### src/hdl/sha1_pkg.sv
// sha1_pkg: shared types and constants of the sha-1 byte stream hasher
// holds the sequencer state type, the working variable struct and the round constants
// no dependencies
`default_nettype none

package sha1_pkg;

  // message block geometry
  localparam int unsigned BlockBits = 512;
  localparam int unsigned WordBits  = 32;
  localparam int unsigned ByteBits  = 8;
  localparam int unsigned NumWords  = 5;

  // positions inside one 64-byte block
  localparam logic [5:0] BlockLastPos = 6'd63;
  localparam logic [5:0] LengthPos    = 6'd56;

  // compression rounds
  localparam logic [6:0] RoundLast = 7'd79;
  localparam logic [6:0] Round20   = 7'd20;
  localparam logic [6:0] Round40   = 7'd40;
  localparam logic [6:0] Round60   = 7'd60;

  // digest word positions
  localparam logic [2:0] WordFirst = 3'd0;
  localparam logic [2:0] WordLast  = 3'd4;

  // round constants
  localparam logic [31:0] K0 = 32'h5A827999;
  localparam logic [31:0] K1 = 32'h6ED9EBA1;
  localparam logic [31:0] K2 = 32'h8F1BBCDC;
  localparam logic [31:0] K3 = 32'hCA62C1D6;

  // initial chaining values
  localparam logic [31:0] HInit [NumWords] = '{
    32'h67452301, 32'hEFCDAB89, 32'h98BADCFE, 32'h10325476, 32'hC3D2E1F0
  };

  // padding bytes: the leading mark and the zero fill
  localparam logic [7:0] PadMark = 8'h80;
  localparam logic [7:0] PadZero = 8'h00;

  // sequencer states
  typedef enum logic [2:0] {
    S_IDLE,
    S_PAD_MARK,
    S_PAD_ZERO,
    S_PAD_LEN,
    S_ROUND,
    S_ADD,
    S_OUT
  } state_e;

  // working variables of one compression
  typedef struct packed {
    logic [31:0] a;
    logic [31:0] b;
    logic [31:0] c;
    logic [31:0] d;
    logic [31:0] e;
  } work_t;

endpackage

`default_nettype wire

### src/hdl/sha1_if.sv
// sha1_if: valid/ready channels of the sha-1 byte stream hasher
// sha1_msg_if carries message bytes, sha1_dig_if carries digest words; no dependencies
`default_nettype none

interface sha1_msg_if;
  logic       valid;
  logic       ready;
  logic [7:0] data_byte;
  logic       byte_valid;
  logic       end_of_message;

  modport source (output valid, output data_byte, output byte_valid,
                  output end_of_message, input ready);
  modport sink   (input valid, input data_byte, input byte_valid,
                  input end_of_message, output ready);
endinterface

interface sha1_dig_if;
  logic        valid;
  logic        ready;
  logic [31:0] digest_word;
  logic [2:0]  word_index;
  logic        last_word;

  modport source (output valid, output digest_word, output word_index,
                  output last_word, input ready);
  modport sink   (input valid, input digest_word, input word_index,
                  input last_word, output ready);
endinterface

`default_nettype wire

### src/hdl/sha1_round.sv
// sha1_round: one sha-1 compression round, shared by all 80 rounds
// depends on sha1_pkg for the work_t struct and the round constants
`default_nettype none

module sha1_round (
  input  sha1_pkg::work_t cur_i,
  input  logic [31:0]     w_i,
  input  logic [6:0]      rnd_i,
  output sha1_pkg::work_t nxt_o
);

  logic [31:0] f;
  logic [31:0] k;

  // round function and constant by round group
  always_comb begin
    priority if (rnd_i < sha1_pkg::Round20) begin
      f = (cur_i.b & cur_i.c) | (~cur_i.b & cur_i.d);
      k = sha1_pkg::K0;
    end else if (rnd_i < sha1_pkg::Round40) begin
      f = cur_i.b ^ cur_i.c ^ cur_i.d;
      k = sha1_pkg::K1;
    end else if (rnd_i < sha1_pkg::Round60) begin
      f = (cur_i.b & cur_i.c) | (cur_i.b & cur_i.d) | (cur_i.c & cur_i.d);
      k = sha1_pkg::K2;
    end else begin
      f = cur_i.b ^ cur_i.c ^ cur_i.d;
      k = sha1_pkg::K3;
    end
  end

  // rotate the working variables
  always_comb begin
    nxt_o.a = {cur_i.a[26:0], cur_i.a[31:27]} + f + cur_i.e + k + w_i;
    nxt_o.b = cur_i.a;
    nxt_o.c = {cur_i.b[1:0], cur_i.b[31:2]};
    nxt_o.d = cur_i.c;
    nxt_o.e = cur_i.d;
  end

endmodule

`default_nettype wire

### src/hdl/sha1_byte_stream_hasher.sv
// sha1_byte_stream_hasher: sha-1 over a stream of message bytes, digest as five words
// depends on sha1_pkg, the channels in sha1_if and the round unit sha1_round
//
// A message byte is taken from each accepted request whose byte_valid is set. Each 64th
// byte starts a compression that holds the input off: 80 rounds through one shared round
// unit, one per cycle, then a fold of the result into the chaining values. The message
// schedule is a 512-bit shift line that first collects the bytes and then rolls one word
// per round. An end-of-message request pads one byte per cycle outside compressions (the
// 0x80 mark, zeros up to byte 56, then eight length bytes), compressing one or two final
// blocks. The five digest words then go out H0 first, one per accepted output request,
// after which the chaining values and the byte count restart for the next message. Input
// is accepted only while the block is idle; no clearing pass follows reset.
`default_nettype none

module sha1_byte_stream_hasher (
  input  wire logic    clk_i,
  input  wire logic    rst_ni,
  sha1_msg_if.sink     msg_i,
  sha1_dig_if.source   dig_o
);

  sha1_pkg::state_e state_q, state_d;
  sha1_pkg::state_e ret_q, ret_d;

  logic [511:0] buf_q, buf_d;
  logic [5:0]   pos_q, pos_d;
  logic [60:0]  count_q, count_d;
  logic [63:0]  len_q, len_d;
  logic [6:0]   rnd_q, rnd_d;
  logic [2:0]   idx_q, idx_d;
  logic [31:0]  chain_q [sha1_pkg::NumWords];
  logic [31:0]  chain_d [sha1_pkg::NumWords];

  sha1_pkg::work_t work_q, work_d, work_nxt;

  logic             byte_put;
  logic [7:0]       byte_val;
  sha1_pkg::state_e after_put;
  sha1_pkg::state_e ret_put;
  logic [31:0]      w_cur;
  logic [31:0]      w_mix;
  logic [31:0]      w_new;

  // schedule taps: oldest word first
  assign w_cur = buf_q[511:480];
  assign w_mix = buf_q[95:64] ^ buf_q[255:224] ^ buf_q[447:416] ^ w_cur;
  assign w_new = {w_mix[30:0], w_mix[31]};

  sha1_round u_round (
    .cur_i (work_q),
    .w_i   (w_cur),
    .rnd_i (rnd_q),
    .nxt_o (work_nxt)
  );

  // handshake and output words
  assign msg_i.ready       = (state_q == sha1_pkg::S_IDLE);
  assign dig_o.valid       = (state_q == sha1_pkg::S_OUT);
  assign dig_o.digest_word = chain_q[idx_q];
  assign dig_o.word_index  = idx_q;
  assign dig_o.last_word   = (idx_q == sha1_pkg::WordLast);

  // sequencer registers
  always_ff @(posedge clk_i or negedge rst_ni) begin
    if (!rst_ni) begin
      state_q <= sha1_pkg::S_IDLE;
      ret_q   <= sha1_pkg::S_IDLE;
      pos_q   <= '0;
      count_q <= '0;
      rnd_q   <= '0;
      idx_q   <= sha1_pkg::WordFirst;
      for (int i = 0; i < sha1_pkg::NumWords; i++) begin
        chain_q[i] <= sha1_pkg::HInit[i];
      end
    end else begin
      state_q <= state_d;
      ret_q   <= ret_d;
      pos_q   <= pos_d;
      count_q <= count_d;
      rnd_q   <= rnd_d;
      idx_q   <= idx_d;
      for (int i = 0; i < sha1_pkg::NumWords; i++) begin
        chain_q[i] <= chain_d[i];
      end
    end
  end

  // datapath registers
  always_ff @(posedge clk_i) begin
    buf_q  <= buf_d;
    len_q  <= len_d;
    work_q <= work_d;
  end

  // next state and datapath
  always_comb begin
    state_d   = state_q;
    ret_d     = ret_q;
    buf_d     = buf_q;
    pos_d     = pos_q;
    count_d   = count_q;
    len_d     = len_q;
    rnd_d     = rnd_q;
    idx_d     = idx_q;
    work_d    = work_q;
    chain_d   = chain_q;
    byte_put  = 1'b0;
    byte_val  = sha1_pkg::PadZero;
    after_put = state_q;
    ret_put   = sha1_pkg::S_IDLE;

    unique case (state_q)
      sha1_pkg::S_IDLE: begin
        if (msg_i.valid) begin
          if (msg_i.byte_valid) begin
            byte_put  = 1'b1;
            byte_val  = msg_i.data_byte;
            count_d   = count_q + 61'd1;
          end
          after_put = msg_i.end_of_message ? sha1_pkg::S_PAD_MARK : sha1_pkg::S_IDLE;
          ret_put   = after_put;
          state_d   = after_put;
        end
      end
      sha1_pkg::S_PAD_MARK: begin
        byte_put  = 1'b1;
        byte_val  = sha1_pkg::PadMark;
        len_d     = {count_q, 3'b000};
        after_put = sha1_pkg::S_PAD_ZERO;
        ret_put   = sha1_pkg::S_PAD_ZERO;
      end
      sha1_pkg::S_PAD_ZERO: begin
        if (pos_q == sha1_pkg::LengthPos) begin
          state_d = sha1_pkg::S_PAD_LEN;
        end else begin
          byte_put  = 1'b1;
          after_put = sha1_pkg::S_PAD_ZERO;
          ret_put   = sha1_pkg::S_PAD_ZERO;
        end
      end
      sha1_pkg::S_PAD_LEN: begin
        byte_put  = 1'b1;
        byte_val  = len_q[63:56];
        len_d     = {len_q[55:0], 8'h00};
        after_put = sha1_pkg::S_PAD_LEN;
        ret_put   = sha1_pkg::S_OUT;
      end
      sha1_pkg::S_ROUND: begin
        work_d = work_nxt;
        buf_d  = {buf_q[479:0], w_new};
        rnd_d  = rnd_q + 7'd1;
        if (rnd_q == sha1_pkg::RoundLast) begin
          state_d = sha1_pkg::S_ADD;
        end
      end
      sha1_pkg::S_ADD: begin
        chain_d[0] = chain_q[0] + work_q.a;
        chain_d[1] = chain_q[1] + work_q.b;
        chain_d[2] = chain_q[2] + work_q.c;
        chain_d[3] = chain_q[3] + work_q.d;
        chain_d[4] = chain_q[4] + work_q.e;
        state_d    = ret_q;
      end
      sha1_pkg::S_OUT: begin
        if (dig_o.ready) begin
          if (idx_q == sha1_pkg::WordLast) begin
            idx_d   = sha1_pkg::WordFirst;
            count_d = '0;
            state_d = sha1_pkg::S_IDLE;
            for (int i = 0; i < sha1_pkg::NumWords; i++) begin
              chain_d[i] = sha1_pkg::HInit[i];
            end
          end else begin
            idx_d = idx_q + 3'd1;
          end
        end
      end
      default: begin
        state_d = sha1_pkg::S_IDLE;
      end
    endcase

    // shift a byte into the block, start a compression on the last one
    if (byte_put) begin
      buf_d = {buf_q[503:0], byte_val};
      pos_d = pos_q + 6'd1;
      if (pos_q == sha1_pkg::BlockLastPos) begin
        state_d = sha1_pkg::S_ROUND;
        ret_d   = ret_put;
        rnd_d   = '0;
        work_d  = '{a: chain_q[0], b: chain_q[1], c: chain_q[2],
                    d: chain_q[3], e: chain_q[4]};
      end else begin
        state_d = after_put;
      end
    end
  end

`ifndef SYNTHESIS
  // no input request is taken while digest words are pending
  a_no_input_during_out: assert property (@(posedge clk_i) disable iff (!rst_ni)
    msg_i.ready |-> !dig_o.valid)
    else $error("input ready while digest output pending");

  // the last digest word hands back to idle
  a_idle_after_last: assert property (@(posedge clk_i) disable iff (!rst_ni)
    (dig_o.valid && dig_o.ready && dig_o.last_word) |=> msg_i.ready)
    else $error("block not idle after last digest word");

  // round counter never passes the last round
  a_round_range: assert property (@(posedge clk_i) disable iff (!rst_ni)
    (state_q == sha1_pkg::S_ROUND) |-> (rnd_q <= sha1_pkg::RoundLast))
    else $error("round counter out of range");

  // rounds advance one per cycle until the last
  a_round_step: assert property (@(posedge clk_i) disable iff (!rst_ni)
    (state_q == sha1_pkg::S_ROUND && rnd_q != sha1_pkg::RoundLast)
      |=> (state_q == sha1_pkg::S_ROUND && rnd_q == 7'($past(rnd_q) + 7'd1)))
    else $error("compression rounds did not advance");

  // a compression always ends with the fold into the chaining values
  a_add_after_round: assert property (@(posedge clk_i) disable iff (!rst_ni)
    (state_q == sha1_pkg::S_ROUND && rnd_q == sha1_pkg::RoundLast)
      |=> (state_q == sha1_pkg::S_ADD))
    else $error("missing chaining value update");
`endif

endmodule

`default_nettype wire

### src/flat_wrapper.sv
// flat-port wrapper written by rule: the top's interface ports become plain ports
module sha1_byte_stream_hasher_flat 
  (clk_i, rst_ni, msg_i_valid, msg_i_data_byte, msg_i_byte_valid, msg_i_end_of_message, msg_i_ready, dig_o_valid, dig_o_digest_word, dig_o_word_index, dig_o_last_word, dig_o_ready);
  sha1_msg_if msg_i_i ();
  sha1_dig_if dig_o_i ();
  input  wire logic clk_i;
  input  wire logic rst_ni;
  input wire logic [$bits(msg_i_i.valid)-1:0] msg_i_valid;
  input wire logic [$bits(msg_i_i.data_byte)-1:0] msg_i_data_byte;
  input wire logic [$bits(msg_i_i.byte_valid)-1:0] msg_i_byte_valid;
  input wire logic [$bits(msg_i_i.end_of_message)-1:0] msg_i_end_of_message;
  output wire logic [$bits(msg_i_i.ready)-1:0] msg_i_ready;
  output wire logic [$bits(dig_o_i.valid)-1:0] dig_o_valid;
  output wire logic [$bits(dig_o_i.digest_word)-1:0] dig_o_digest_word;
  output wire logic [$bits(dig_o_i.word_index)-1:0] dig_o_word_index;
  output wire logic [$bits(dig_o_i.last_word)-1:0] dig_o_last_word;
  input wire logic [$bits(dig_o_i.ready)-1:0] dig_o_ready;
  assign msg_i_i.valid = msg_i_valid;
  assign msg_i_i.data_byte = msg_i_data_byte;
  assign msg_i_i.byte_valid = msg_i_byte_valid;
  assign msg_i_i.end_of_message = msg_i_end_of_message;
  assign msg_i_ready = msg_i_i.ready;
  assign dig_o_valid = dig_o_i.valid;
  assign dig_o_digest_word = dig_o_i.digest_word;
  assign dig_o_word_index = dig_o_i.word_index;
  assign dig_o_last_word = dig_o_i.last_word;
  assign dig_o_i.ready = dig_o_ready;
  sha1_byte_stream_hasher u_core (.clk_i(clk_i), .rst_ni(rst_ni), .msg_i(msg_i_i), .dig_o(dig_o_i));
endmodule
### config.mk
export PLATFORM = sky130hd
export DESIGN_NAME = sha1_byte_stream_hasher_flat
export DESIGN_NICKNAME = d
export VERILOG_FILES = /design/src/hdl/sha1_pkg.sv /design/src/hdl/sha1_if.sv /design/src/hdl/sha1_round.sv /design/src/hdl/sha1_byte_stream_hasher.sv /design/src/flat_wrapper.sv
export SDC_FILE = /design/constraint.sdc
export NUM_CORES = 2
export LEC_CHECK = 0
export BUFFER_PORTS_ARGS = -buffer_cell sky130_fd_sc_hd__buf_2
export CORE_ASPECT_RATIO = 2
export CORE_MARGIN = 10
export CORE_UTILIZATION = 40
export CTS_BUF_LIST = sky130_fd_sc_hd__clkbuf_8
export CTS_CLUSTER_DIAMETER = 150
export CTS_CLUSTER_SIZE = 10
export DETAILED_ROUTE_END_ITERATION = 7
export GPL_TIMING_DRIVEN = 0
export MAX_ROUTING_LAYER = met4
export SLEW_MARGIN = 30
export SYNTH_ARGS = -nofsm -noshare
export SYNTH_HDL_FRONTEND = slang
export SYNTH_SLANG_ARGS = --single-unit
### constraint.sdc
create_clock -name clk_i -period 18.52 [get_ports clk_i]
set_input_delay 1.852 -clock clk_i [delete_from_list [all_inputs] [get_ports clk_i]]
set_output_delay 1.852 -clock clk_i [all_outputs]
set_load 0.01 [all_outputs]
==> metrics.md <==
| Metric | Value |
|---|---|
| IO Pins | 52 |
| Static leakage | 25.9 nW |
| Clock-pin slew on the worst setup and hold paths | 0.09 ns |
| Syn Area/Cell | 9.17 um2 |
| # rows | 192 |
| Clock buffer depth | 3 |
| Adder-Cell Fraction of Synth Area | 0.0950 |
| Yosys warnings | 0 |
| DRT iter0 DRCs | 3,221 |
| Final Skew | 0.0635 ns |
| Compound-Gate Fraction of Synth Area | 0.119 |
| Startpoint Class | flop |
| Fmax | 103 MHz |
| Setup slack at placement | 9.25 ns |
| Yosys cell types | 92 |
| Worst slew pin tran | 1.05 ns |
| Fraction of layout cells with a size suffix above 1 | 0.0617 |
| I/O Buffers | 51 |
| R2R cell count | 25 |
| Setup_tns | 0 ns |
| CTS resizes | 0 |
| Post-CTS Setup Bufs | 0 |
| Period utilization | 0.525 |
| Num Clock Sinks | 976 |
| Wirelength per Cell | 27.3 um |
| Setup slack, reg-to-reg | 8.79 ns |
| Slew HR | 0.297 |
| CTS tree | yes |
| WP data required | 19.34 ns |
| First-pass iteration count of the detailed router | 6 |
| Layout Area Growth over Synthesis | 9.16% |
| CP arrival | 10.55 ns |
| Total gr overflow | 0 |
| Total Wirelength | 219,000 um |
| Worst setup path class | reg -> reg |
| Via count | 45,007 |
| Post-synthesis xor/xnor area fraction | 0.0491 |
| Clock H-tree levels | 3 |
| Mux cell area share after synthesis | 0.0163 |
| Net Count, Synth | 6,351 |
| Detail Placement HPWL | 171,000 um |
| Hold path start | u_core.pos_q[5] |
| Number of synthesized register bits | 976 |
| Post-synth EDFFs | 573 |
| Pwr dens | 61.8 nW/um2 |
| Routed Antenna Nets | 0 |
| RSZ-0062 raised after global routing | false |
| Antenna violations before repair | 21 |
| First-pass GRT wire length | 312,000 um |
| Max-Cap Viols | 0 |
| Ys flop type | edfxtp_1 |
| Die ar. | 153,000 um2 |
| Final worst slack | 8.79 ns |
| Hold WS | 0.484 ns |
| Mapped Cells | 5,992 |
| Tmin final | 9.73 ns |
| Synth Area in Simple Gates | 0.202 |
| Outcome | completed |
| Worst-Skew Late Latency | 0.90 ns |
| Final Hold Vio Count | 0 |
| Slew Viols, Final | 0 |
| Min-Delay Path Depth | 1 |
| RR Startpoint | u_core.rnd_q[4] |
| Synth Cell Area | 54,900 um2 |
| CP Max Fanout | 10 |
| Largest net degree at the start of global routing | 71 |
| Final setup violation count | 0 |
| Hold Path Class | reg -> reg |
| Via density | 5.62 |
| Critical Path Sink Type | flop |
| Total GRT Usage | 0.293 |
| Largest family of logic cells by synthesized area | simple AND/OR/NAND/NOR gates |
| Die W | 282 um |
| Layout Nets | 6,533 |
| Num CTS Buffers | 107 |
| Core area | 137,000 um2 |
| Vias in the first global route | 46,183 |
| Seq/Total Area, Yosys | 0.484 |
| Die H | 544 um |
| Root Driver | clkbuf_8 |
| Worst min-delay path endpoint | u_core.pos_q[5] |
| Drt drc | 0 |
| Worst r2r dst | u_core.work_q[155] |
| Worst-case vdd ir drop | 0.0587 mV |
| Starting density of the core | 0.402 |
| Hold buffers post-CTS | 0 |
| Fraction of registers with async set/reset | 0.249 |
| Placer congestion estimate | 1.03 |
## flip-flops by register name (all words and copies together), names as in the netlist
register,flops
u_core.len_q,61
u_core.buf_q,512
u_core.work_q,160
u_core.pos_q,6
u_core.state_q,3
u_core.count_q,61
u_core.dig_o.word_index,3
u_core.chain_q,160
u_core.rnd_q,7
u_core.ret_q,3
## cell type report
class | instances | area (um2)
Antenna cell | 19 | 47.5
Inverter | 223 | 838
Timing Repair Buffer | 73 | 798
Buffer | 282 | 1160
Clock buffer | 108 | 1490
Multi-Input combinational cell | 4511 | 26500
Tap cell | 1746 | 2180
Clock inverter | 68 | 343
Fill cell | 13482 | 76700
Sequential cell | 976 | 26600
## worst max path at each step
stage / start / end / slack (ns) / cells past startpoint
6_report: u_core.rnd_q[4] / u_core.work_q[155] / 8.79 / 25
3_3_place_gp: msg_i_valid / u_core.buf_q[151] / -2.72 / 7
4_1_cts: u_core.rnd_q[4] / u_core.work_q[155] / 9.17 / 25
5_1_grt: u_core.rnd_q[4] / u_core.work_q[155] / 8.64 / 25
3_5_place_dp: u_core.rnd_q[4] / u_core.work_q[155] / 9.25 / 25
2_1_floorplan: msg_i_byte_valid / u_core.buf_q[0] / 3.56 / 6
## per-layer routing
metal,vias to the layer above,wire [um],global-route usage,share of wire
li1,20792,-,-,-
met5,-,0,-,0
met1,21589,65300,0.241,0.30
met3,917,12100,0.0607,0.055
met4,0,29500,0.323,0.13
met2,1709,112000,0.510,0.51
## where the power goes
| group | switching, mW | total, mW | internal (mW) | leakage [nW] |
|---|---|---|---|---|
| sequential | 0 | 2.28 | 2.28 | 9.84 |
| clock | 0.854 | 1.41 | 0.556 | 1.15 |
| combinational | 0.0133 | 0.0172 | 0.00383 | 14.9 |
| total | 0.867 | 3.70 | 2.84 | 25.9 |
## cells in the mapped netlist (6+ instances only)
| master | count | area (um2) |
|---|---|---|
| or3_1 | 24 | 150 |
| nand4_1 | 24 | 150 |
| dfstp_2 | 80 | 2100 |
| o21ai_0 | 268 | 1340 |
| fa_1 | 120 | 2400 |
| xnor2_1 | 194 | 1700 |
| clkbuf_1 | 249 | 935 |
| xor2_1 | 114 | 998 |
| nand2_1 | 1766 | 6630 |
| nand2b_1 | 31 | 194 |
| inv_1 | 220 | 826 |
| o211ai_1 | 12 | 90.1 |
| nor2b_1 | 42 | 263 |
| a211oi_1 | 33 | 248 |
| a31oi_1 | 18 | 113 |
| a211o_1 | 6 | 52.6 |
| nor2_1 | 533 | 2000 |
| o31ai_1 | 9 | 67.6 |
| o22a_1 | 6 | 52.6 |
| o21a_1 | 31 | 233 |
| o21ai_1 | 14 | 70.1 |
| nand3_1 | 109 | 546 |
| dfrtp_1 | 163 | 4080 |
| or2_2 | 9 | 56.3 |
| o221ai_1 | 8 | 70.1 |
| and3_1 | 34 | 213 |
| and2_1 | 22 | 138 |
| o32ai_1 | 19 | 166 |
| mux2i_1 | 85 | 851 |
| buf_1 | 28 | 105 |
| a21o_1 | 78 | 586 |
| a22oi_1 | 15 | 113 |
| o2111ai_1 | 6 | 52.6 |
| edfxtp_1 | 573 | 17200 |
| ha_1 | 225 | 2820 |
| nor3_1 | 59 | 295 |
| dfxtp_1 | 160 | 3200 |
| a21oi_1 | 284 | 1420 |
| nor4b_1 | 6 | 52.6 |
| o21bai_1 | 37 | 278 |
| o22ai_1 | 173 | 1080 |
| nor3b_1 | 16 | 120 |
## worst max-delay path, stage by stage (launching register included)
cell      delay [ns]
dfrtp_1         0.37
clkbuf_1        0.20
a41oi_2         0.80
inv_1           0.62
nor2_2          0.72
inv_1           0.16
nand2_1         0.12
buf_2           0.44
clkbuf_1        0.79
o21ai_0         0.37
fa_1            0.59
inv_1           0.05
fa_1            0.50
inv_1           0.06
fa_1            0.48
inv_1           0.05
ha_1            0.32
o21a_1          0.14
o21ai_1         0.39
a211oi_1        0.23
o21ai_0         0.22
nand2_1         0.22
a221oi_1        0.60
o21ai_0         0.36
o311ai_0        0.63
o21a_1          0.20
## logic make-up after synthesis
| logic type | count (synthesis) |
|---|---|
| AO/OA/AOI/OAI | 1068 |
| XOR/XNOR | 308 |
| adder cells (fa/ha/maj) | 345 |
| buffers and inverters | 505 |
| flip-flops | 976 |
| multiplexers | 88 |
| AND/OR/NAND/NOR | 2702 |
## layout by cell type, fill, tap and decap left out, types with 14 or more instances in the layout
master	synthesis	layout
nor2b_1	42	42
dfstp_2	80	80
clkbuf_2	1	49
xor2_1	114	114
diode_2	0	19
o21ai_1	14	14
and2_1	22	22
o21ai_0	268	268
ha_1	225	225
nor3b_1	16	16
nand3_1	109	109
a211oi_1	33	31
nor2_1	533	527
dfrtp_1	163	163
a21oi_1	284	283
edfxtp_1	573	573
xnor2_1	194	194
clkbuf_8	0	108
nor3_1	59	59
clkbuf_1	249	201
and3_1	34	34
or3_1	24	24
o22ai_1	173	173
o32ai_1	19	19
nand4_1	24	24
a22oi_1	15	15
o21a_1	31	31
fa_1	120	120
buf_2	1	68
nand2_1	1766	1765
dfxtp_1	160	159
buf_16	0	16
mux2i_1	85	85
o21bai_1	37	37
nand2b_1	31	31
a31oi_1	18	18
inv_1	220	281
a21o_1	78	78
## stage by stage
step	area, um2	instances	utilization	total power [mW]
floorplan	54900	5992	-	2.32
global placement	57400	7789	0.420	2.34
detailed placement	58100	7811	0.425	2.34
CTS	59900	7987	0.438	3.73
global route	60000	8005	0.439	3.81
finish	60000	8006	0.439	3.70
Note: power is estimated with default switching activity, not from simulation.
